<file path="config.mk">
export PLATFORM = sky130hd
export DESIGN_NAME = gpib_talker_unstuff_send_flat
export DESIGN_NICKNAME = d
export VERILOG_FILES = /design/src/rtl/gtus_pkg.sv /design/src/rtl/gtus_ifs.sv /design/src/rtl/gtus_cfg.sv /design/src/rtl/gtus_step.sv /design/src/rtl/gpib_talker_unstuff_send.sv /design/src/flat_wrapper.sv
export SDC_FILE = /design/constraint.sdc
export NUM_CORES = 1
export LEC_CHECK = 0
export ABC_AREA = 1
export ABC_CLOCK_PERIOD_IN_PS = 4650
export BUFFER_PORTS_ARGS = -buffer_cell sky130_fd_sc_hd__buf_2
export CELL_PAD_IN_SITES_DETAIL_PLACEMENT = 0
export CELL_PAD_IN_SITES_GLOBAL_PLACEMENT = 2
export CORE_ASPECT_RATIO = 0.7
export CORE_MARGIN = 5
export CORE_UTILIZATION = 25
export CTS_CLUSTER_DIAMETER = 100
export CTS_CLUSTER_SIZE = 14
export DETAILED_ROUTE_END_ITERATION = 6
export GPL_TIMING_DRIVEN = 0
export PLACE_DENSITY_LB_ADDON = 0.1
export SLEW_MARGIN = 40
export SYNTH_ARGS = -nofsm -noshare
export SYNTH_HDL_FRONTEND = slang
export SYNTH_SLANG_ARGS = --single-unit
</file>
<file path="constraint.sdc">
create_clock -name clk_i -period 4.65 [get_ports clk_i]
set_input_delay 0.2325 -clock clk_i [delete_from_list [all_inputs] [get_ports clk_i]]
set_output_delay 0.2325 -clock clk_i [all_outputs]
set_load 0.02 [all_outputs]
</file>
<file path="src/rtl/gtus_pkg.sv">
package gtus_pkg;

  // stuffing characters
  localparam logic [7:0] CH_DLE = 8'd16;
  localparam logic [7:0] CH_ETX = 8'd3;
  localparam logic [7:0] CH_ACK = 8'd6;

  // register indexes on the APB port
  localparam logic [1:0] REG_EOI_ENABLE    = 2'd0;
  localparam logic [1:0] REG_BYTE_TIMEOUT  = 2'd1;
  localparam logic [1:0] REG_FIRST_TIMEOUT = 2'd2;
  localparam logic [1:0] REG_TOTAL_TIMEOUT = 2'd3;

  // status codes
  localparam logic [2:0] ST_BUSY         = 3'd0;
  localparam logic [2:0] ST_DONE         = 3'd1;
  localparam logic [2:0] ST_NO_LISTENER  = 3'd2;
  localparam logic [2:0] ST_NOT_READY    = 3'd3;
  localparam logic [2:0] ST_NOT_ACCEPTED = 3'd4;
  localparam logic [2:0] ST_FORMAT       = 3'd5;
  localparam logic [2:0] ST_TIMEOUT      = 3'd6;

  typedef enum logic [1:0] {
    ACT_START  = 2'd0,
    ACT_HOST   = 2'd1,
    ACT_SAMPLE = 2'd2,
    ACT_TICK   = 2'd3
  } action_e;

  typedef enum logic [2:0] {
    PH_IDLE       = 3'd0,
    PH_LISTEN     = 3'd1,
    PH_HOST_FIRST = 3'd2,
    PH_HOST_NEXT  = 3'd3,
    PH_HS_NRFD    = 3'd4,
    PH_HS_NDAC    = 3'd5
  } phase_e;

  typedef enum logic [1:0] {
    FO_DATA = 2'd0,
    FO_END  = 2'd1,
    FO_ACK  = 2'd2,
    FO_FMT  = 2'd3
  } follow_e;

  typedef struct packed {
    logic        eoi_enable;
    logic [7:0]  byte_timeout;
    logic [15:0] first_timeout;
    logic [15:0] total_timeout;
  } cfg_t;

  typedef struct packed {
    logic [1:0] action;
    logic [7:0] host_byte;
    logic       nrfd_released;
    logic       ndac_released;
  } item_t;

  typedef struct packed {
    logic [7:0] data_lines;
    logic       dav_assert;
    logic       eoi_assert;
    logic       need_host_byte;
    logic       host_ack;
    logic [2:0] status;
  } result_t;

endpackage

</file>
<file path="src/rtl/gtus_ifs.sv">
interface gtus_in_if;
  logic       valid;
  logic       ready;
  logic [1:0] action;
  logic [7:0] host_byte;
  logic       nrfd_released;
  logic       ndac_released;

  modport source (output valid, action, host_byte, nrfd_released, ndac_released,
                  input ready);
  modport sink (input valid, action, host_byte, nrfd_released, ndac_released,
                output ready);
endinterface

interface gtus_out_if;
  logic       valid;
  logic       ready;
  logic [7:0] data_lines;
  logic       dav_assert;
  logic       eoi_assert;
  logic       need_host_byte;
  logic       host_ack;
  logic [2:0] status;

  modport source (output valid, data_lines, dav_assert, eoi_assert, need_host_byte,
                  host_ack, status, input ready);
  modport sink (input valid, data_lines, dav_assert, eoi_assert, need_host_byte,
                host_ack, status, output ready);
endinterface

</file>
<file path="src/rtl/gtus_cfg.sv">
module gtus_cfg (
  input  logic               clk_i,
  input  logic               rst_ni,
  input  logic               psel,
  input  logic               penable,
  input  logic               pwrite,
  input  logic [3:0]         paddr,
  input  logic [31:0]        pwdata,
  output logic [31:0]        prdata,
  output logic               pready,
  output gtus_pkg::cfg_t     cfg_o
);

  gtus_pkg::cfg_t cfg_q, cfg_d;
  logic           wr_en;
  logic [1:0]     reg_idx;

  assign pready  = 1'b1;
  assign wr_en   = psel && penable && pwrite;
  assign reg_idx = paddr[3:2];

  always_comb begin
    cfg_d = cfg_q;
    if (wr_en) begin
      unique case (reg_idx)
        gtus_pkg::REG_EOI_ENABLE:    cfg_d.eoi_enable    = pwdata[0];
        gtus_pkg::REG_BYTE_TIMEOUT:  cfg_d.byte_timeout  = pwdata[7:0];
        gtus_pkg::REG_FIRST_TIMEOUT: cfg_d.first_timeout = pwdata[15:0];
        gtus_pkg::REG_TOTAL_TIMEOUT: cfg_d.total_timeout = pwdata[15:0];
        default:                     cfg_d = cfg_q;
      endcase
    end
  end

  always_comb begin
    unique case (reg_idx)
      gtus_pkg::REG_EOI_ENABLE:    prdata = {31'd0, cfg_q.eoi_enable};
      gtus_pkg::REG_BYTE_TIMEOUT:  prdata = {24'd0, cfg_q.byte_timeout};
      gtus_pkg::REG_FIRST_TIMEOUT: prdata = {16'd0, cfg_q.first_timeout};
      gtus_pkg::REG_TOTAL_TIMEOUT: prdata = {16'd0, cfg_q.total_timeout};
      default:                     prdata = 32'd0;
    endcase
  end

  always_ff @(posedge clk_i or negedge rst_ni) begin
    if (!rst_ni) begin
      cfg_q.eoi_enable    <= 1'b1;
      cfg_q.byte_timeout  <= 8'd30;
      cfg_q.first_timeout <= 16'd30;
      cfg_q.total_timeout <= 16'd0;
    end else begin
      cfg_q <= cfg_d;
    end
  end

  assign cfg_o = cfg_q;

endmodule

</file>
<file path="src/rtl/gtus_step.sv">
module gtus_step (
  input  logic                clk_i,
  input  logic                rst_ni,
  input  gtus_pkg::cfg_t      cfg_i,
  input  logic                fire_i,
  input  gtus_pkg::item_t     item_i,
  output gtus_pkg::result_t   res_o
);

  gtus_pkg::phase_e  phase_q, phase_d;
  gtus_pkg::follow_e follow_q, follow_d;
  logic [7:0]        pending_q, pending_d;
  logic [7:0]        inc_q, inc_d;
  logic              esc_q, esc_d;
  logic              first_q, first_d;
  logic [15:0]       bticks_q, bticks_d;
  logic [15:0]       blk_q, blk_d;
  logic [2:0]        err_q, err_d;

  logic              ack;
  logic              fin;
  logic [2:0]        fin_code;
  logic [15:0]       bticks_inc;
  logic [15:0]       blk_inc;
  logic [15:0]       limit;
  logic              in_wait;
  logic              expired;
  logic [2:0]        wait_code;
  logic [7:0]        hb;

  assign hb         = item_i.host_byte;
  assign bticks_inc = (bticks_q != 16'hFFFF) ? bticks_q + 16'd1 : bticks_q;
  assign blk_inc    = (blk_q != 16'hFFFF) ? blk_q + 16'd1 : blk_q;
  assign limit      = first_q ? cfg_i.first_timeout : {8'd0, cfg_i.byte_timeout};
  assign in_wait    = (phase_q == gtus_pkg::PH_LISTEN) || (phase_q == gtus_pkg::PH_HS_NRFD) ||
                      (phase_q == gtus_pkg::PH_HS_NDAC);
  assign expired    = ((cfg_i.total_timeout != 16'd0) && (blk_inc >= cfg_i.total_timeout)) ||
                      (in_wait && (limit != 16'd0) && (bticks_inc >= limit));

  always_comb begin
    unique case (phase_q)
      gtus_pkg::PH_LISTEN:  wait_code = gtus_pkg::ST_NO_LISTENER;
      gtus_pkg::PH_HS_NRFD: wait_code = gtus_pkg::ST_NOT_READY;
      gtus_pkg::PH_HS_NDAC: wait_code = gtus_pkg::ST_NOT_ACCEPTED;
      default:              wait_code = gtus_pkg::ST_TIMEOUT;
    endcase
  end

  always_comb begin
    phase_d   = phase_q;
    follow_d  = follow_q;
    pending_d = pending_q;
    inc_d     = inc_q;
    esc_d     = esc_q;
    first_d   = first_q;
    bticks_d  = bticks_q;
    blk_d     = blk_q;
    err_d     = err_q;
    ack       = 1'b0;
    fin       = 1'b0;
    fin_code  = gtus_pkg::ST_DONE;

    unique case (gtus_pkg::action_e'(item_i.action))
      gtus_pkg::ACT_START: begin
        phase_d   = gtus_pkg::PH_LISTEN;
        pending_d = 8'd0;
        esc_d     = 1'b0;
        first_d   = 1'b1;
        bticks_d  = 16'd0;
        blk_d     = 16'd0;
        err_d     = gtus_pkg::ST_BUSY;
        inc_d     = 8'd0;
        follow_d  = gtus_pkg::FO_DATA;
      end
      gtus_pkg::ACT_HOST: begin
        if (phase_q == gtus_pkg::PH_HOST_FIRST) begin
          if (!esc_q) begin
            if (hb == gtus_pkg::CH_DLE) begin
              esc_d = 1'b1;
            end else begin
              pending_d = hb;
              phase_d   = gtus_pkg::PH_HOST_NEXT;
            end
          end else begin
            esc_d = 1'b0;
            if (hb == gtus_pkg::CH_DLE) begin
              pending_d = gtus_pkg::CH_DLE;
              phase_d   = gtus_pkg::PH_HOST_NEXT;
            end else if (hb == gtus_pkg::CH_ETX) begin
              fin = 1'b1;
            end else if (hb == gtus_pkg::CH_ACK) begin
              ack = 1'b1;
            end else begin
              fin      = 1'b1;
              fin_code = gtus_pkg::ST_FORMAT;
            end
          end
        end else if (phase_q == gtus_pkg::PH_HOST_NEXT) begin
          if (!esc_q && hb == gtus_pkg::CH_DLE) begin
            esc_d = 1'b1;
          end else begin
            // a further word decides how the pending byte goes out
            esc_d    = 1'b0;
            bticks_d = 16'd0;
            phase_d  = gtus_pkg::PH_HS_NRFD;
            inc_d    = 8'd0;
            if (!esc_q) begin
              follow_d = gtus_pkg::FO_DATA;
              inc_d    = hb;
            end else if (hb == gtus_pkg::CH_DLE) begin
              follow_d = gtus_pkg::FO_DATA;
              inc_d    = gtus_pkg::CH_DLE;
            end else if (hb == gtus_pkg::CH_ETX) begin
              follow_d = gtus_pkg::FO_END;
            end else if (hb == gtus_pkg::CH_ACK) begin
              follow_d = gtus_pkg::FO_ACK;
            end else begin
              follow_d = gtus_pkg::FO_FMT;
            end
          end
        end
      end
      gtus_pkg::ACT_SAMPLE: begin
        if (phase_q == gtus_pkg::PH_LISTEN) begin
          if (!(item_i.nrfd_released && item_i.ndac_released)) begin
            phase_d  = gtus_pkg::PH_HOST_FIRST;
            bticks_d = 16'd0;
          end
        end else if (phase_q == gtus_pkg::PH_HS_NRFD) begin
          if (item_i.nrfd_released) phase_d = gtus_pkg::PH_HS_NDAC;
        end else if (phase_q == gtus_pkg::PH_HS_NDAC) begin
          if (item_i.ndac_released) begin
            first_d  = 1'b0;
            bticks_d = 16'd0;
            unique case (follow_q)
              gtus_pkg::FO_DATA: begin
                pending_d = inc_q;
                phase_d   = gtus_pkg::PH_HOST_NEXT;
              end
              gtus_pkg::FO_END: fin = 1'b1;
              gtus_pkg::FO_ACK: begin
                ack       = 1'b1;
                pending_d = 8'd0;
                phase_d   = gtus_pkg::PH_HOST_FIRST;
              end
              default: begin
                fin      = 1'b1;
                fin_code = gtus_pkg::ST_FORMAT;
              end
            endcase
          end
        end
      end
      gtus_pkg::ACT_TICK: begin
        if (phase_q != gtus_pkg::PH_IDLE) begin
          blk_d = blk_inc;
          if (in_wait) bticks_d = bticks_inc;
          if (expired) begin
            fin      = 1'b1;
            fin_code = wait_code;
          end
        end
      end
      default: phase_d = phase_q;
    endcase

    if (fin) begin
      err_d     = fin_code;
      phase_d   = gtus_pkg::PH_IDLE;
      pending_d = 8'd0;
      esc_d     = 1'b0;
    end
  end

  // result reflects the state after this word
  always_comb begin
    res_o.data_lines     = ((phase_d == gtus_pkg::PH_HOST_NEXT) ||
                            (phase_d == gtus_pkg::PH_HS_NRFD) ||
                            (phase_d == gtus_pkg::PH_HS_NDAC)) ? pending_d : 8'd0;
    res_o.dav_assert     = (phase_d == gtus_pkg::PH_HS_NDAC);
    res_o.eoi_assert     = ((phase_d == gtus_pkg::PH_HS_NRFD) ||
                            (phase_d == gtus_pkg::PH_HS_NDAC)) &&
                           (follow_d == gtus_pkg::FO_END) && cfg_i.eoi_enable;
    res_o.need_host_byte = (phase_d == gtus_pkg::PH_HOST_FIRST) ||
                           (phase_d == gtus_pkg::PH_HOST_NEXT);
    res_o.host_ack       = ack;
    res_o.status         = (phase_d == gtus_pkg::PH_IDLE) ? err_d : gtus_pkg::ST_BUSY;
  end

  always_ff @(posedge clk_i or negedge rst_ni) begin
    if (!rst_ni) begin
      phase_q   <= gtus_pkg::PH_IDLE;
      follow_q  <= gtus_pkg::FO_DATA;
      pending_q <= 8'd0;
      inc_q     <= 8'd0;
      esc_q     <= 1'b0;
      first_q   <= 1'b0;
      bticks_q  <= 16'd0;
      blk_q     <= 16'd0;
      err_q     <= gtus_pkg::ST_BUSY;
    end else if (fire_i) begin
      phase_q   <= phase_d;
      follow_q  <= follow_d;
      pending_q <= pending_d;
      inc_q     <= inc_d;
      esc_q     <= esc_d;
      first_q   <= first_d;
      bticks_q  <= bticks_d;
      blk_q     <= blk_d;
      err_q     <= err_d;
    end
  end

  a_idle_no_pending: assert property (@(posedge clk_i) disable iff (!rst_ni)
    (phase_q == gtus_pkg::PH_IDLE) |-> (pending_q == 8'd0))
    else $error("pending byte held outside a block");

  a_esc_in_host_wait: assert property (@(posedge clk_i) disable iff (!rst_ni)
    esc_q |-> ((phase_q == gtus_pkg::PH_HOST_FIRST) || (phase_q == gtus_pkg::PH_HOST_NEXT)))
    else $error("escape pending outside host byte wait");

  a_start_opens: assert property (@(posedge clk_i) disable iff (!rst_ni)
    (fire_i && item_i.action == gtus_pkg::ACT_START) |=>
      (phase_q == gtus_pkg::PH_LISTEN) && first_q && (blk_q == 16'd0))
    else $error("start did not open a block");

  a_state_holds: assert property (@(posedge clk_i) disable iff (!rst_ni)
    !fire_i |=> $stable(phase_q) && $stable(blk_q))
    else $error("state moved without a word");

endmodule

</file>
<file path="src/rtl/gpib_talker_unstuff_send.sv">
// Each accepted input word has its result word registered in res_q.
// Throughput: one word per cycle while out_ch.ready drains the output; the state
// update and the result register share a single clock, so the output register alone sets the pace.
// Reset (rst_ni low, asynchronous): block idle with status 0, registers at
// eoi_enable 1, byte_timeout 30, first_timeout 30, total_timeout 0.
module gpib_talker_unstuff_send (
  input  logic        clk_i,
  input  logic        rst_ni,
  gtus_in_if.sink     in_ch,
  gtus_out_if.source  out_ch,
  input  logic        psel,
  input  logic        penable,
  input  logic        pwrite,
  input  logic [3:0]  paddr,
  input  logic [31:0] pwdata,
  output logic [31:0] prdata,
  output logic        pready
);

  gtus_pkg::cfg_t    cfg;
  gtus_pkg::item_t   item;
  gtus_pkg::result_t res_d, res_q;
  logic              out_valid_q;
  logic              fire;

  gtus_cfg u_cfg (
    .clk_i   (clk_i),
    .rst_ni  (rst_ni),
    .psel    (psel),
    .penable (penable),
    .pwrite  (pwrite),
    .paddr   (paddr),
    .pwdata  (pwdata),
    .prdata  (prdata),
    .pready  (pready),
    .cfg_o   (cfg)
  );

  assign item.action        = in_ch.action;
  assign item.host_byte     = in_ch.host_byte;
  assign item.nrfd_released = in_ch.nrfd_released;
  assign item.ndac_released = in_ch.ndac_released;

  // take a word whenever the result register is empty or being drained
  assign in_ch.ready = !out_valid_q || out_ch.ready;
  assign fire        = in_ch.valid && in_ch.ready;

  gtus_step u_step (
    .clk_i  (clk_i),
    .rst_ni (rst_ni),
    .cfg_i  (cfg),
    .fire_i (fire),
    .item_i (item),
    .res_o  (res_d)
  );

  always_ff @(posedge clk_i or negedge rst_ni) begin
    if (!rst_ni) begin
      out_valid_q <= 1'b0;
    end else if (in_ch.ready) begin
      out_valid_q <= in_ch.valid;
    end
  end

  always_ff @(posedge clk_i) begin
    if (fire) res_q <= res_d;
  end

  assign out_ch.valid          = out_valid_q;
  assign out_ch.data_lines     = res_q.data_lines;
  assign out_ch.dav_assert     = res_q.dav_assert;
  assign out_ch.eoi_assert     = res_q.eoi_assert;
  assign out_ch.need_host_byte = res_q.need_host_byte;
  assign out_ch.host_ack       = res_q.host_ack;
  assign out_ch.status         = res_q.status;

endmodule
</file>
<file path="src/flat_wrapper.sv">
// flat-port wrapper written by rule: the top's interface ports become plain ports
module gpib_talker_unstuff_send_flat 
  (clk_i, rst_ni, psel, penable, pwrite, paddr, pwdata, prdata, pready, in_ch_valid, in_ch_action, in_ch_host_byte, in_ch_nrfd_released, in_ch_ndac_released, in_ch_ready, out_ch_valid, out_ch_data_lines, out_ch_dav_assert, out_ch_eoi_assert, out_ch_need_host_byte, out_ch_host_ack, out_ch_status, out_ch_ready);
  gtus_in_if in_ch_i ();
  gtus_out_if out_ch_i ();
  input  logic clk_i;
  input  logic rst_ni;
  input  logic psel;
  input  logic penable;
  input  logic pwrite;
  input  logic [3:0] paddr;
  input  logic [31:0] pwdata;
  output logic [31:0] prdata;
  output logic pready;
  input wire logic [$bits(in_ch_i.valid)-1:0] in_ch_valid;
  input wire logic [$bits(in_ch_i.action)-1:0] in_ch_action;
  input wire logic [$bits(in_ch_i.host_byte)-1:0] in_ch_host_byte;
  input wire logic [$bits(in_ch_i.nrfd_released)-1:0] in_ch_nrfd_released;
  input wire logic [$bits(in_ch_i.ndac_released)-1:0] in_ch_ndac_released;
  output wire logic [$bits(in_ch_i.ready)-1:0] in_ch_ready;
  output wire logic [$bits(out_ch_i.valid)-1:0] out_ch_valid;
  output wire logic [$bits(out_ch_i.data_lines)-1:0] out_ch_data_lines;
  output wire logic [$bits(out_ch_i.dav_assert)-1:0] out_ch_dav_assert;
  output wire logic [$bits(out_ch_i.eoi_assert)-1:0] out_ch_eoi_assert;
  output wire logic [$bits(out_ch_i.need_host_byte)-1:0] out_ch_need_host_byte;
  output wire logic [$bits(out_ch_i.host_ack)-1:0] out_ch_host_ack;
  output wire logic [$bits(out_ch_i.status)-1:0] out_ch_status;
  input wire logic [$bits(out_ch_i.ready)-1:0] out_ch_ready;
  assign in_ch_i.valid = in_ch_valid;
  assign in_ch_i.action = in_ch_action;
  assign in_ch_i.host_byte = in_ch_host_byte;
  assign in_ch_i.nrfd_released = in_ch_nrfd_released;
  assign in_ch_i.ndac_released = in_ch_ndac_released;
  assign in_ch_ready = in_ch_i.ready;
  assign out_ch_valid = out_ch_i.valid;
  assign out_ch_data_lines = out_ch_i.data_lines;
  assign out_ch_dav_assert = out_ch_i.dav_assert;
  assign out_ch_eoi_assert = out_ch_i.eoi_assert;
  assign out_ch_need_host_byte = out_ch_i.need_host_byte;
  assign out_ch_host_ack = out_ch_i.host_ack;
  assign out_ch_status = out_ch_i.status;
  assign out_ch_i.ready = out_ch_ready;
  gpib_talker_unstuff_send u_core (.clk_i(clk_i), .rst_ni(rst_ni), .in_ch(in_ch_i), .out_ch(out_ch_i), .psel(psel), .penable(penable), .pwrite(pwrite), .paddr(paddr), .pwdata(pwdata), .prdata(prdata), .pready(pready));
endmodule
</file>
==> Word-level counts from Yosys, hierarchy flattened <==
Index checks and enable logic that the tools add are counted.
{ "totals": {"in_bits": 55, "output_inout_bits": 50, "word_cells": 212, "register_bits": 115} }
{ "classes": {"eq_ne": 37, "n_mux": 109, "add_sub_neg": 2, "magnitude_cmp": 2, "reduce_logical": 42} }
{ "op_table": {"columns": ["op", "count"], "rows": [
  ["16-bit two-way mux", 14],
  ["32-bit one-hot mux with 4 select lines", 1],
  ["8-bit two-way mux", 13],
  ["3-bit two-way mux", 27],
  ["16-bit one-hot mux with 4 select lines", 1],
  ["1-bit two-way mux", 33],
  ["16-bit by 1-bit adder with 16-bit output, second input constant", 2],
  ["16-bit >= comparator", 2],
  ["16-bit != test, second input constant", 2],
  ["16-bit one-hot mux with 2 select lines", 1],
  ["8-bit one-hot mux with 2 select lines", 2],
  ["16-bit nonzero test", 2],
  ["3-bit one-hot mux with 3 select lines", 3],
  ["8-bit one-hot mux with 3 select lines", 1],
  ["2-bit != test, second input constant", 9],
  ["3-bit by 2-bit == test with 1-bit output, second input constant", 4],
  ["3-bit == test, second input constant", 4],
  ["2-bit two-way mux", 6],
  ["3-bit != test, second input constant", 4],
  ["2-bit == test, second input constant", 5],
  ["1-bit logical AND", 10],
  ["10-bit AND reduction", 1],
  ["2-bit by 1-bit == test with 1-bit output, second input constant", 4],
  ["8-bit by 2-bit == test with 1-bit output, second input constant", 1],
  ["21 further kinds", 40]
]} }

==> Longest topological paths before layout <==
{ "logic_depth": {"word_depth": 14, "mapped_depth": 30, "ltp_nobuf": 30} }

==> Modules after synthesis <==
Synthesis repeated with hierarchy kept, for this count alone.
{ "hier_totals": {"hier_cells": 1065, "area_unflattened_um2": 7719.9} }
{ "by_module_without_submodules": {"columns": ["mod", "cells_each", "seq_area_each_um2", "area_each_um2", "n_inst"], "rows": [
  ["gtus_step", 778, 1451.4, 5175.0, 1],
  ["gtus_cfg", 266, 1037.2, 2049.5, 1],
  ["gpib_talker_unstuff_send", 21, 475.5, 495.5, 1]
]} }

==> Worst setup path after synthesis <==
OpenSTA, ideal clock, no wires.
{ "synth_timing": {"kind": "register to register", "start": "reg u_core.u_step.blk_q[0]", "end": "reg u_core.res_q (netlist bit u_core.out_ch.status[1]) (data pin)", "setup_ns": 0.249, "slack_ns": 1.368, "synth_period_minus_slack_ns": 3.282, "arrival_ns": 3.033, "path_stages_with_launch": 31, "path_buffers": 1, "required_time_ns": 4.401, "path_cell_list": "dfrtp_1 -> ha_1 -> nand2_1 -> inv_1 -> nand3_1 -> inv_1 -> nand4_1 -> nor3_1 -> nor2_1 -> nand2_1 -> xor2_1 -> inv_1 -> ha_1 -> nand2_1 -> inv_1 -> nand2_1 -> nor2_1 -> nor2_1 -> nand2_1 -> nand2_1 -> nand2_1 -> nand2_1 -> nand2_1 -> nand2_2 -> nand2_2 -> nand2_4 -> buf_6 -> nand3_1 -> nand2_1 -> nand2_1 -> inv_1"} }
{ "synth_between": {"elab_chain_len": 10, "word_cells_on_any_way": 15, "classes_between": "add/sub: 1; order compare: 1; eq/ne: 1; mux: 9; reduce/logical: 3"} }
{ "synth_lines": {"columns": ["element", "line", "source"], "rows": [
  ["from (decl)", "gtus_step.sv:17", "logic [15:0] blk_q, blk_d;"],
  ["from (signal assigned)", "gtus_step.sv:209", "blk_q <= blk_d;"],
  ["16-bit by 1-bit adder with 16-bit output / 16-bit != test (equally long branches)", "gtus_step.sv:33", "assign blk_inc = (blk_q != 16'hFFFF) ? blk_q + 16'd1 : blk_q;"],
  ["16-bit two-way mux (*)", "gtus_step.sv:33", null],
  ["16-bit >= comparator (*)", "gtus_step.sv:37", "assign expired = ((cfg_i.total_timeout != 16'd0) && (blk_inc >= cfg_i.total_timeout)) ||"],
  ["1-bit logical AND (*)", "gtus_step.sv:37", null],
  ["1-bit logical OR (*)", "gtus_step.sv:37", null],
  ["1-bit two-way mux", "gtus_step.sv:158", "if (expired) begin"],
  ["1-bit two-way mux", "gtus_step.sv:155", "if (phase_q != gtus_pkg::PH_IDLE) begin"],
  ["1-bit one-hot mux with 3 select lines", "gtus_step.sv:63", "unique case (gtus_pkg::action_e'(item_i.action))"],
  ["3-bit two-way mux", "gtus_step.sv:167", "if (fin) begin"],
  ["3-bit logical NOT", "gtus_step.sv:187", "res_o.status = (phase_d == gtus_pkg::PH_IDLE) ? err_d : gtus_pkg::ST_BUSY;"],
  ["to (signal assigned)", "gpib_talker_unstuff_send.sv:66", "if (fire) res_q <= res_d;"],
  ["to (decl)", "gpib_talker_unstuff_send.sv:22", "gtus_pkg::result_t res_d, res_q;"]
]} }
Every way passes the cells marked *; elsewhere a longest branch is shown, timed or not.
A chain may end at the register's enable or synchronous reset.

==> summary.txt <==
Status
  • Outcome: finished, final reports clean

Floorplan
  • # IOs: 105
  • Starting Density: between 20% and 30%
  • Core ar.: about 30000 um^2
  • Rows: 53
  • Die ar.: 33680 um^2
  • Die Width: between 200 and 250 um
  • Die height: roughly 160 um

Pwr
  • Leak: 4.468 nW
  • Maximum VDD drop: around 180 uV
  • Cell Pwr Density: around 390 nW/um^2
  • Tot Pwr: between 3 and 4 mW

STA
  • Endpoints failing hold: 0
  • Max Slew Vio Count: 0
  • Worst-Margin Slew: ~0.67 ns
  • Setup TNS: 0 ns
  • FMAX: 0.2455 GHz
  • Count of final setup violators: 0
  • Period utilization: around 90%
  • Final hold slack: 0.02626 ns
  • RSZ-0062 raised after global routing: false
  • Slew headroom: a little under three fifths
  • Final setup margin: between 0.5 and 0.6 ns
  • Skew final: just under 0.009 ns
  • Min Tclk post-route: 4.073 ns

Setup path
  • Worst endpoint data arrival time: between 4 and 5 ns
  • CP most frequent cell: nand2_1
  • Slowest cell on crit path: dfrtp_1
  • Critical path type: flop to flop
  • CP required: slightly below 5 ns
  • Crit Path Max Fanout: 10
  • Crit end category: flop
  • Worst path bufs/invs: 0
  • Family with the most delay on the worst path: simple AND/OR/NAND/NOR gates
  • Worst R2R Path Depth: 23
  • Cells along the critical path: ha_1, nand3_1, nor2_1, nand4_1, nor2_2, nand2_2, nand3_1, nor3_1, xor2_1, ha_1, a21oi_1, nand2_1, nor2_1, nand2_1, nand2_1, nand2_1, nand2_1, nand2_1, nand2_2, nand2_2, nand2_4, nand3b_2, nor3_1
  • Cell count along the critical path: 23
  • CP max stage delay: ~0.38 ns
  • CP startpoint kind: flop

Yosys
  • Cell accounting for the most synthesized area: dfrtp_1
  • Share of the synthesized area in the top cell type: between 30 and 40%
  • Sequential-to-total area share from yosys stat: about two fifths
  • Avg Synthesized Cell Area: around 7.4 um^2
  • FF+latch count, synth: approximately 120
  • Syn Inst Count: 1013
  • Share of flip-flops with an asynchronous set or reset: between 80 and 90%
  • Synth Flop Type: dfrtp_1
  • Post-synth EDFFs: 15
  • Yosys cell types: 48
  • Yosys warns: 0
  • Mapped Area: between 7000 and 8000 um^2
  • Top post-synthesis cells by area: dfrtp_1, nand2_1, inv_1, ha_1, edfxtp_1

Route
  • Post-DRT Antenna Nets: 0
  • Routed WL: approximately 26000 um
  • WL/cell: approximately 17 um
  • Vias: approximately 6.9k
  • Via density: roughly 4.5
  • First DRT Iteration DRCs: 433
  • Drc violations: 0
  • Drt first pass iters: 5

Placement
  • GP Congestion: around 0.8
  • Worst Setup Slack post-DPL: 0.5256 ns
  • HPWL Detailed: ~20000 um
  • Port-buffer cells: 69
  • Placed Instances: 1484
  • Placed Area: 8469 um^2

Clocking
  • TritonCTS Buffers: 17
  • Clk_lat worst skew: ~0.44 ns
  • Clock root buffer: clkbuf_16
  • Clk sinks: ~120
  • TritonCTS clock tree: built
  • Reg clk slew, reported paths: around 0.060 ns
  • Max clock buf depth: 2
  • # H-tree levels: 4

Final layout
  • Final std cells w/o fill: between 1.5k and 2k
  • NumNets Final: 1213
  • Final Cell Area: around 9000 um^2
  • Fin util: 30.55%
  • Multi-input gate area: around 3800 um^2
  • Share of cells above drive strength 1: 14.92%
  • Commonest non-fill, non-tap cell in the layout: nand2_1
  • Area Growth Syn to Fin: 21.33%
  • Diodes inserted: 0
  • Commonest non-fill, non-tap cells in the layout: nand2_1, inv_1, dfrtp_1, o21ai_0, buf_2
  • FF+latch area: a little under 3000 um^2
  • FILL cells: between 3k and 4k

Worst hold path
  • Hold Path Cell Cnt: 3
  • Type of the tightest min-delay check: input pin to flop

Global route
  • First-pass GRT wire length: between 40000 and 50000 um
  • Largest net degree at the start of global routing: approximately 40
  • GRT overflow: 0
  • Antenna violations before repair: 0
  • Number of global-route vias before repair: 6660
  • Gr usage total: about 16%

Run
  • Max-Cap Viols: 0
[sequential cells by signal (all words and copies together), names as in the netlist, 3 cells and up]
name                      flops
u_core.u_step.err_q           3
u_core.u_cfg.cfg_o           41
u_core.u_step.inc_q           8
u_core.out_ch.data_lines      8
u_core.u_step.phase_q         3
u_core.out_ch.status          3
u_core.u_step.bticks_q       16
u_core.u_step.blk_q          16
u_core.u_step.pending_q       8
[what timing repair did]
action	in CTS	in global routing
hold endpoints to repair	59	0
buffers inserted	0	0
gates resized for setup	0	2
endpoints found under the setup margin	0	2
hold buffers	2	0
[per-layer routing]
metal	vias to the layer above	wire, um	GRT usage [%]
met5	-	0	0
met4	0	364	4.211
met3	17	916	3.209
met2	121	9904	20.68
met1	3200	14590	25.26
li1	3520	-	-
[synthesized netlist by cell type, types with 2 or more instances]
library cell	number
nand2_1	251
inv_1	153
dfrtp_1	91
o21ai_0	87
nor2_1	73
nand3_1	45
ha_1	38
a21oi_1	35
o22ai_1	25
nor3_1	23
clkbuf_1	20
buf_4	19
nand4_1	19
xor2_1	18
o211ai_1	17
edfxtp_1	15
o21ai_1	10
dfstp_2	9
mux2_2	7
nor4_1	7
o221ai_1	7
inv_2	5
nand2_2	5
buf_2	4
a21boi_0	2
a31oi_1	2
a32oi_1	2
conb_1	2
nand2_4	2
nor2_2	2
[cell families (layout without fill, tap and decap cells)]
| family | Yosys count | in the layout | synth area share, % |
|---|---|---|---|
| AO/OA/AOI/OAI | 194 | 194 | 14.77 |
| AND/OR/NAND/NOR | 435 | 435 | 24.90 |
| multiplexers | 7 | 7 | 1.049 |
| adder cells (fa/ha/maj) | 38 | 38 | 6.328 |
| flip-flops | 115 | 115 | 39.45 |
| buffers and inverters | 204 | 309 | 11.31 |
| XOR/XNOR | 18 | 18 | 2.098 |
| other | 2 | 17 | 0.09995 |
[tightest hold or removal path, cell delays in order]
cell and delay, ns:
buf_2 0.09, nand2_1 0.04, o21ai_0 0.06
[where the power goes]
group | switching (mW) | leakage [nW] | total (mW) | internal, mW
logic | 0.557 | 2.74 | 0.831 | 0.274
clock network | 0.565 | 0.300 | 1.42 | 0.857
registers | 0.108 | 1.42 | 1.28 | 1.17
[path summary, 6_finish.rpt]
check,to,slack (ns),from
worst min-delay path,u_core.u_cfg.cfg_o[14],0.03,pwdata[14]
max in group asynchronous,u_core.u_cfg.cfg_o[40],3.60,rst_ni
min in group asynchronous,u_core.u_step.blk_q[10],0.24,rst_ni
worst max-delay path,u_core.out_ch.eoi_assert,0.58,u_core.u_step.bticks_q[0]
worst max register to register,u_core.out_ch.eoi_assert,0.58,u_core.u_step.bticks_q[0]
worst min register to register,u_core.u_step.err_q[0],0.48,u_core.u_step.err_q[0]
[cell type report]
type	count	area share (%)
multi-input combinational	709	41.37
sequential	115	32.51
inverter	159	6.547
tap	385	5.284
timing repair buffer	73	4.721
clock buffer	17	4.666
buffer	45	2.772
clock inverter	15	2.127
No activity file was read; power rests on OpenSTA's default activity.
